$ cat src/hdl/lzp_match_decoder_macros.svh
// assertion helpers used by the decoder datapath
`ifndef LZP_MATCH_DECODER_MACROS_SVH
`define LZP_MATCH_DECODER_MACROS_SVH

// same-cycle implication under reset
`define LZP_ASSERT(lbl, ante, cons, msg) \
    lbl: assert property (@(posedge i_clk) disable iff (!i_rst_n) (ante) |-> (cons)) \
        else $error(msg);

// next-cycle implication under reset
`define LZP_ASSERT_NEXT(lbl, ante, cons, msg) \
    lbl: assert property (@(posedge i_clk) disable iff (!i_rst_n) (ante) |=> (cons)) \
        else $error(msg);

`endif

$ cat src/hdl/lzp_pkg.sv
// ----------------------------------------------------------------------------
// lzp_pkg
// shared constants, command codes and status struct of the lzp match decoder
// ----------------------------------------------------------------------------
package lzp_pkg;

    localparam int HISTORY_BYTES_DEF = 65536;
    localparam int MAX_HASH_BITS_DEF = 16;
    localparam int BURST_BYTES_DEF   = 64;

    localparam logic [7:0] MATCH_FLAG = 8'hF2;
    localparam logic [7:0] CODE_ESC   = 8'd255;
    localparam logic [7:0] CODE_MORE  = 8'd254;

    localparam logic CFG_HASH_BITS = 1'b0;
    localparam logic CFG_MIN_LEN   = 1'b1;

    localparam logic [4:0] HASH_BITS_RST = 5'd16;
    localparam logic [7:0] MIN_LEN_RST   = 8'd128;

    localparam logic [1:0] MODE_NORMAL = 2'd0;
    localparam logic [1:0] MODE_FLAG   = 2'd1;
    localparam logic [1:0] MODE_LENGTH = 2'd2;
    localparam logic [1:0] MODE_COPY   = 2'd3;

    typedef logic [3:0] t_cmd;
    localparam t_cmd CMD_NONE  = 4'd0;
    localparam t_cmd CMD_LATCH = 4'd1;
    localparam t_cmd CMD_CLR   = 4'd2;
    localparam t_cmd CMD_MARK  = 4'd3;
    localparam t_cmd CMD_ESC   = 4'd4;
    localparam t_cmd CMD_LEN1  = 4'd5;
    localparam t_cmd CMD_LENN  = 4'd6;
    localparam t_cmd CMD_START = 4'd7;
    localparam t_cmd CMD_HRD   = 4'd8;
    localparam t_cmd CMD_PUTC  = 4'd9;
    localparam t_cmd CMD_PUTL  = 4'd10;
    localparam t_cmd CMD_TRD   = 4'd11;
    localparam t_cmd CMD_TLOOK = 4'd12;

    typedef struct packed {
        logic [1:0] mode;
        logic       func;
        logic       byte_esc;
        logic       byte_more;
        logic       pos_full;
        logic       pos_lt4;
        logic       rem_zero;
        logic       hit;
        logic       copy_last;
        logic       clr_done;
        logic       out_free;
    } t_status;

endpackage

$ cat src/hdl/lzp_ctl.sv
// ----------------------------------------------------------------------------
// lzp_ctl
// sequencer of the decoder: walks each item through clear, parse, lookup and copy
// ----------------------------------------------------------------------------
module lzp_ctl (
    input  logic            i_clk,
    input  logic            i_rst_n,
    input  logic            s_axis_tvalid,
    output logic            s_axis_tready,
    input  logic            i_block_start,
    input  lzp_pkg::t_status i_sts,
    output lzp_pkg::t_cmd   o_cmd
);
    import lzp_pkg::*;

    localparam logic [3:0] ST_CLEAR = 4'd0;
    localparam logic [3:0] ST_IDLE  = 4'd1;
    localparam logic [3:0] ST_DISP  = 4'd2;
    localparam logic [3:0] ST_START = 4'd3;
    localparam logic [3:0] ST_RD    = 4'd4;
    localparam logic [3:0] ST_PUTC  = 4'd5;
    localparam logic [3:0] ST_HASH  = 4'd6;
    localparam logic [3:0] ST_LOOK  = 4'd7;
    localparam logic [3:0] ST_PUTL  = 4'd8;
    localparam logic [3:0] ST_ESC   = 4'd9;
    localparam logic [3:0] ST_MARK  = 4'd10;

    logic [3:0] r_state, n_state;
    logic       r_have, n_have;

    assign s_axis_tready = (r_state == ST_IDLE);

    always_comb begin
        n_state = r_state;
        n_have  = r_have;
        o_cmd   = CMD_NONE;
        case (r_state)
            ST_CLEAR: begin
                o_cmd = CMD_CLR;
                if (i_sts.clr_done) begin
                    n_state = r_have ? ST_DISP : ST_IDLE;
                    n_have  = 1'b0;
                end
            end
            ST_IDLE: begin
                if (s_axis_tvalid) begin
                    o_cmd = CMD_LATCH;
                    if (i_block_start) begin
                        n_state = ST_CLEAR;
                        n_have  = 1'b1;
                    end else begin
                        n_state = ST_DISP;
                    end
                end
            end
            ST_DISP: begin
                if (i_sts.pos_full) begin
                    n_state = ST_MARK;
                end else if (i_sts.mode == MODE_COPY) begin
                    n_state = ST_START;
                end else if (i_sts.func) begin
                    n_state = ST_IDLE;
                end else if (i_sts.mode == MODE_FLAG) begin
                    if (i_sts.byte_esc) begin
                        n_state = ST_ESC;
                    end else begin
                        o_cmd   = CMD_LEN1;
                        n_state = i_sts.byte_more ? ST_IDLE : ST_START;
                    end
                end else if (i_sts.mode == MODE_LENGTH) begin
                    o_cmd   = CMD_LENN;
                    n_state = i_sts.byte_more ? ST_IDLE : ST_START;
                end else if (i_sts.pos_lt4) begin
                    n_state = ST_PUTL;
                end else begin
                    n_state = ST_HASH;
                end
            end
            ST_START: begin
                o_cmd   = CMD_START;
                n_state = i_sts.rem_zero ? ST_IDLE : ST_RD;
            end
            ST_RD: begin
                o_cmd   = CMD_HRD;
                n_state = ST_PUTC;
            end
            ST_PUTC: begin
                if (i_sts.out_free) begin
                    o_cmd   = CMD_PUTC;
                    n_state = i_sts.copy_last ? ST_IDLE : ST_RD;
                end
            end
            ST_HASH: begin
                o_cmd   = CMD_TRD;
                n_state = ST_LOOK;
            end
            ST_LOOK: begin
                o_cmd   = CMD_TLOOK;
                n_state = i_sts.hit ? ST_IDLE : ST_PUTL;
            end
            ST_PUTL: begin
                if (i_sts.out_free) begin
                    o_cmd   = CMD_PUTL;
                    n_state = ST_IDLE;
                end
            end
            ST_ESC: begin
                if (i_sts.out_free) begin
                    o_cmd   = CMD_ESC;
                    n_state = ST_IDLE;
                end
            end
            ST_MARK: begin
                if (i_sts.out_free) begin
                    o_cmd   = CMD_MARK;
                    n_state = ST_IDLE;
                end
            end
            default: begin
                n_state = ST_CLEAR;
                n_have  = 1'b0;
            end
        endcase
    end

    always_ff @(posedge i_clk) begin
        if (!i_rst_n) begin
            r_state <= ST_CLEAR;
            r_have  <= 1'b0;
        end else begin
            r_state <= n_state;
            r_have  <= n_have;
        end
    end

endmodule

$ cat config.mk
export PLATFORM = sky130hd
export DESIGN_NAME = lzp_ctl
export DESIGN_NICKNAME = d
export VERILOG_FILES = /design/src/hdl/lzp_match_decoder_macros.svh /design/src/hdl/lzp_pkg.sv /design/src/hdl/lzp_ctl.sv
export SDC_FILE = /design/constraint.sdc
export NUM_CORES = 1
export LEC_CHECK = 0
export BUFFER_PORTS_ARGS = -buffer_cell sky130_fd_sc_hd__clkbuf_2
export CAP_MARGIN = 20
export CORE_MARGIN = 2
export CORE_UTILIZATION = 49
export DETAILED_ROUTE_END_ITERATION = 10
export HOLD_SLACK_MARGIN = 0.02
export PLACE_DENSITY = 0.77
export RECOVER_POWER = 25
export SLEW_MARGIN = 20
export SYNTH_ARGS = -nofsm -noshare
export SYNTH_HDL_FRONTEND = slang
export SYNTH_SLANG_ARGS = --single-unit
export TNS_END_PERCENT = 10
$ cat constraint.sdc
create_clock -name i_clk -period 2.1 [get_ports i_clk]
set_input_delay 0.21 -clock i_clk [delete_from_list [all_inputs] [get_ports i_clk]]
set_output_delay 0.21 -clock i_clk [all_outputs]
set_load 0.02 [all_outputs]
======== Word level (Yosys, flattened, before mapping) ========
Index checks and enable logic that the tools add are counted.
word-level totals
  word-level logic and storage cells ...... 60
  register bits ........................... 5
operators by class
  reduce and logical (&&, ||, !) cells .... 5
  eq/ne operators ......................... 18
  bitwise logic cells ..................... 1
  muxes and demuxes ....................... 34
operators with widths
  operator              count
  $mux W4               18
  $pmux W4 S11          1
  $pmux W4 S9           1
  $eq A4 B3 Y1 const B  4
  $mux W3               5
  $eq A4 B4 Y1 const B  3
  $reduce_or A9 Y1      1
  $eq A4 B2 Y1 const B  2
  $mux W2               4
  $reduce_and A4 Y1     2
  $ne A2 B2 Y1 const B  3
  $eq A2 B2 Y1 const B  2
  $eq A4 B1 Y1 const B  1
  $logic_not A4 Y1      1
  $mux W1               4
  $ne A2 B1 Y1 const B  2
  $pmux W1 S3           1
  $reduce_or A3 Y1      1
  $eq A2 B1 Y1 const B  1
  $not A1 Y1            1

======== Depth between registers and ports, before layout ========
  word-level depth ........................ 7
  mapped depth ............................ 7
  depth with buffers taken out ............ 7

======== Worst setup path before layout ========
OpenSTA, ideal clock, no wires.
  path type ............................... register to output
  from .................................... register r_state[2]
  to ...................................... output o_cmd[1]
  path buffers ............................ 0
  cell stages (with the launch flop) ...... 4
  required time ........................... 1.890 ns
  arrival ................................. 1.828 ns
  setup slack ............................. 0.062 ns
  path through ............................ dfxtp_1 -> or4b_4 -> or4_4 -> o21ai_0
on the way
  word-level cells in the longest chain between the ends .. 2
  elaborated cells between the ends (all ways) .. 12
ends and longest elaborated chain
  what                                        line            text
  from (decl)                                 lzp_ctl.sv:28   logic [3:0] r_state, n_state;
  from (signal assigned)                      lzp_ctl.sv:131  r_state <= n_state;
  $eq A4 B4 Y1, or another cell as far along  lzp_ctl.sv:37   case (r_state)
  $pmux W4 S11 (*)                            lzp_ctl.sv:37
  to (decl)                                   lzp_ctl.sv:12   output lzp_pkg::t_cmd o_cmd
Every way passes the cells marked *; elsewhere a longest branch is shown, timed or not.

======== Final worst setup path ========
  from .................................... register r_state[2]
  to ...................................... output o_cmd[2]
Same word-level chain as after synthesis.

==> impl_summary.txt <==
----------------------------------------------------
[Status]
  Result of the run ... finished, final reports clean

[Pwr]
  Leakage power summed over all cells ... ~0.00039 uW
  Power per cell area ... 908.4 mW/mm^2
  Total power ... ~780 uW
  Maximum vdd drop ... 766.6 uV

[Floorplan]
  Die boundary height ... 41.51 um
  Effective utilization at floorplan ... 52.98%
  Number of top-level pins ... 21
  Overall die area ... 0.001723 mm^2
  Horizontal extent of the die ... 41.51 um
  Floorplan core area ... 0.001301 mm^2
  # rows ... 13

[Worst setup path]
  Endpoint arrival time on the critical path ... 1860 ps
  Critical path endpoint category ... output port
  Required time at the worst-slack endpoint ... 1890 ps
  Highest-delay cell along the critical path ... sky130_fd_sc_hd__or4b_4
  List of cells traversed by the critical path ... or4b_4 > or4_4 > o21ai_1 > buf_4
  Critical path launch point type ... register
  Maximum fanout count along the critical path ... 4
  Delay contributed by the slowest stage of the critical path ... ~560 ps
  Setup Crit Path Kind ... reg2out
  R2R depth ... 5

[Clocking]
  Number of CTS-inserted buffers ... 3
  Clock tree root driver cell ... sky130_fd_sc_hd__clkbuf_4
  Number of clock sinks seen by CTS ... 5
  Level count of the clock H-tree ... 1
  Largest buffer count on any clock path ... 2
  Number of post-CTS setup repair buffers ... 0
  TritonCTS clock tree ... done
  Post-cts hold buffer count ... 0
  Reg clk slew, reported paths ... 40 ps
  Insertion delay to the later sink of the worst-skew pair ... 230 ps

[STA]
  Worst hold margin ... 247.6 ps
  Setup-violating endpoint count in the final report ... 0
  Clock period minus worst slack ... ~2100 ps
  RSZ-0062 raised after global routing ... true
  Final hold vios ... 0
  Highest Clock Rate ... 484.0 MHz
  Relative slew slack ... 69.38%
  Part of the cycle the worst path needs ... approximately 98%
  Pins over their slew limit ... 0
  Final critical-path setup slack ... 33.79 ps
  Setup Skew ... roughly 1.8 ps
  Actual slew at the worst max-slew pin ... 453.6 ps

[Cells and area]
  Utilization of the core after routing ... around 66%
  Diode insertion count for antenna repair ... 0
  Number of nets in the finished design ... 146
  Layout Area Growth over Synthesis ... 24.32%
  Proportion of layout cells with a drive suffix above 1 ... 24.80%

[Worst hold path]
  Worst hold-check path type ... in2reg
  Number of cells on the worst hold path ... 2

[Placement]
  Number of port buffers ... 20
  Pre-CTS setup slack ... 205.0 ps
  Placer Congestion ... 0.8982
  Detailed placement HPWL ... around 1500 um

[Logic synthesis]
  Total of flip-flops plus latches after synthesis ... 5
  Syn Nets ... 121
  Synth Instances ... 101
  Mean instance size in the synthesized netlist ... 6.826 um^2
  Sequential share of the synthesized area ... 14.52%
  Total of warnings raised by yosys ... 0
  Post-synth design cell area ... 689.4 um^2
  Unique cell type count in the Yosys netlist ... 36

[Global routing]
  Largest net degree at the start of global routing ... 22
  GRT Overall Usage ... 22.35%
  Remaining global-route overflow ... 0
  Antenna violations before repair ... 0
  Vias in the first global route ... between 700 and 800
  Wire length of the first global-routing pass ... 3125 um

[Detailed routing]
  First DRT Iteration DRCs ... 23
  Avg Vias per Cell ... about 6
  Count of antenna-violating nets left after detailed routing ... 0
  Total wire length ... 1832 um
  Vias after detailed routing ... 847
  First-pass iteration count of the detailed router ... 4
  Routed wirelength normalized by instance count ... 13.09 um
  # DRC ... 0

[Run]
  Number of violations of the max-capacitance limit ... 0

----------------------------------------------------
## worst max-delay path: cells and delay by family, from the launching register on
kind | cells | cell delay [ps]
AOI/OAI and AO/OA | 1 | 150
buffers and inverters | 1 | 160
DFF | 1 | 300
and+or+nand+nor | 2 | 1020
## logic make-up after synthesis
logic type      after synthesis  synth area share [%]
compound gates               36                 35.57
buf+inv                      14                 7.622
simple gates                 38                 29.22
xor+xnor                      1                 1.271
mux                           3                 4.537
fa+ha+maj                     4                 7.260
flops                         5                 14.52
## sequential cells by signal (all words and copies together), names as in the netlist
register / count
r_have: 1
r_state: 4
## power by group
part           total (uW)  internal [uW]  leakage, uW  switching (uW)
Clock                 106           71.5    0.0000150            34.2
Combinational         544            230     0.000331             314
Sequential            129            119    0.0000408            9.94
Total                 779            420     0.000387             358
## final cells by class
class	count	area, um^2
multi-input cells	82	536.8
inverters	9	33.78
flip-flops and latches	5	100.1
fillers	134	444.2
repair buffers	25	141.4
clock buffers	4	26.28
well taps	15	18.77
## what timing repair did
item | in CTS | in global routing
gates cloned | 0 | 0
endpoints found under the setup margin | 2 | 2
hold endpoints to repair | 0 | 0
resized for setup | 4 | 2
## placed cells by master (no fill, tap or decap), types with 3 or more instances in the layout
cell type,netlist,final
sky130_fd_sc_hd__nor2b_1,4,4
sky130_fd_sc_hd__nand2_1,11,11
sky130_fd_sc_hd__o22ai_1,3,3
sky130_fd_sc_hd__buf_4,0,7
sky130_fd_sc_hd__dfxtp_1,5,5
sky130_fd_sc_hd__inv_1,9,9
sky130_fd_sc_hd__ha_1,4,4
sky130_fd_sc_hd__o21ai_0,9,7
sky130_fd_sc_hd__nand2b_1,3,3
sky130_fd_sc_hd__a21oi_1,5,5
sky130_fd_sc_hd__clkbuf_4,0,3
sky130_fd_sc_hd__clkbuf_2,0,17
sky130_fd_sc_hd__nor3_1,6,6
sky130_fd_sc_hd__nor2_1,7,7
sky130_fd_sc_hd__o21ai_1,1,3
## per-stage QoR
step | instance area (um^2) | std cells | setup TNS, ps
after floorplan | 689.4 | 101 | 0
after global placement | 827.0 | 136 | 0
after detailed placement | 827.0 | 136 | 0
after CTS | 858.3 | 140 | -1.954
after global routing | 857.1 | 140 | -52.53
final | 857.1 | 140 | 0
## cells in the mapped netlist (all sizes together)
master / number / area [um^2]
a211o: 1 / 8.760
a32o: 2 / 20.02
mux2i: 2 / 20.02
nor2b: 4 / 25.02
or4b: 1 / 13.76
o21ai: 10 / 50.04
inv: 9 / 33.78
and2: 2 / 12.51
o31a: 1 / 8.760
or4: 1 / 11.26
ha: 4 / 50.05
o22ai: 3 / 18.77
nor4: 1 / 12.51
mux2: 1 / 11.26
nand3: 2 / 10.01
a21oi: 5 / 25.02
nor3: 6 / 30.03
o41ai: 1 / 8.760
o31ai: 1 / 7.510
o32a: 1 / 10.01
a32oi: 1 / 8.760
nand2b: 3 / 18.77
a31oi: 2 / 12.51
a22oi: 1 / 7.510
nand2: 11 / 41.29
xor2: 1 / 8.760
a21o: 1 / 7.510
a222oi: 1 / 10.01
a2111oi: 2 / 17.52
o311ai: 1 / 8.760
o211ai: 1 / 7.510
dfxtp: 5 / 100.1
clkbuf: 5 / 18.77
nor2: 7 / 26.28
a211oi: 1 / 7.510
## path summary, 6_finish.rpt
check	startpoint	end	slack, ps
max	r_state[2]	o_cmd[2]	30
min	i_rst_n	r_state[3]	250
max reg2reg	r_state[2]	r_state[2]	340
min reg2reg	r_have	r_have	510
## layer usage
layer  up-vias  GRT usage [%]  part of all wire [%]
met4         0          13.55                   1.8
met1       388          26.39                    44
met5         -              0                     0
li1        430              -                     -
met2        25          36.25                    50
met3         4          5.217                   4.6
Note: power is estimated with default switching activity, not from simulation.
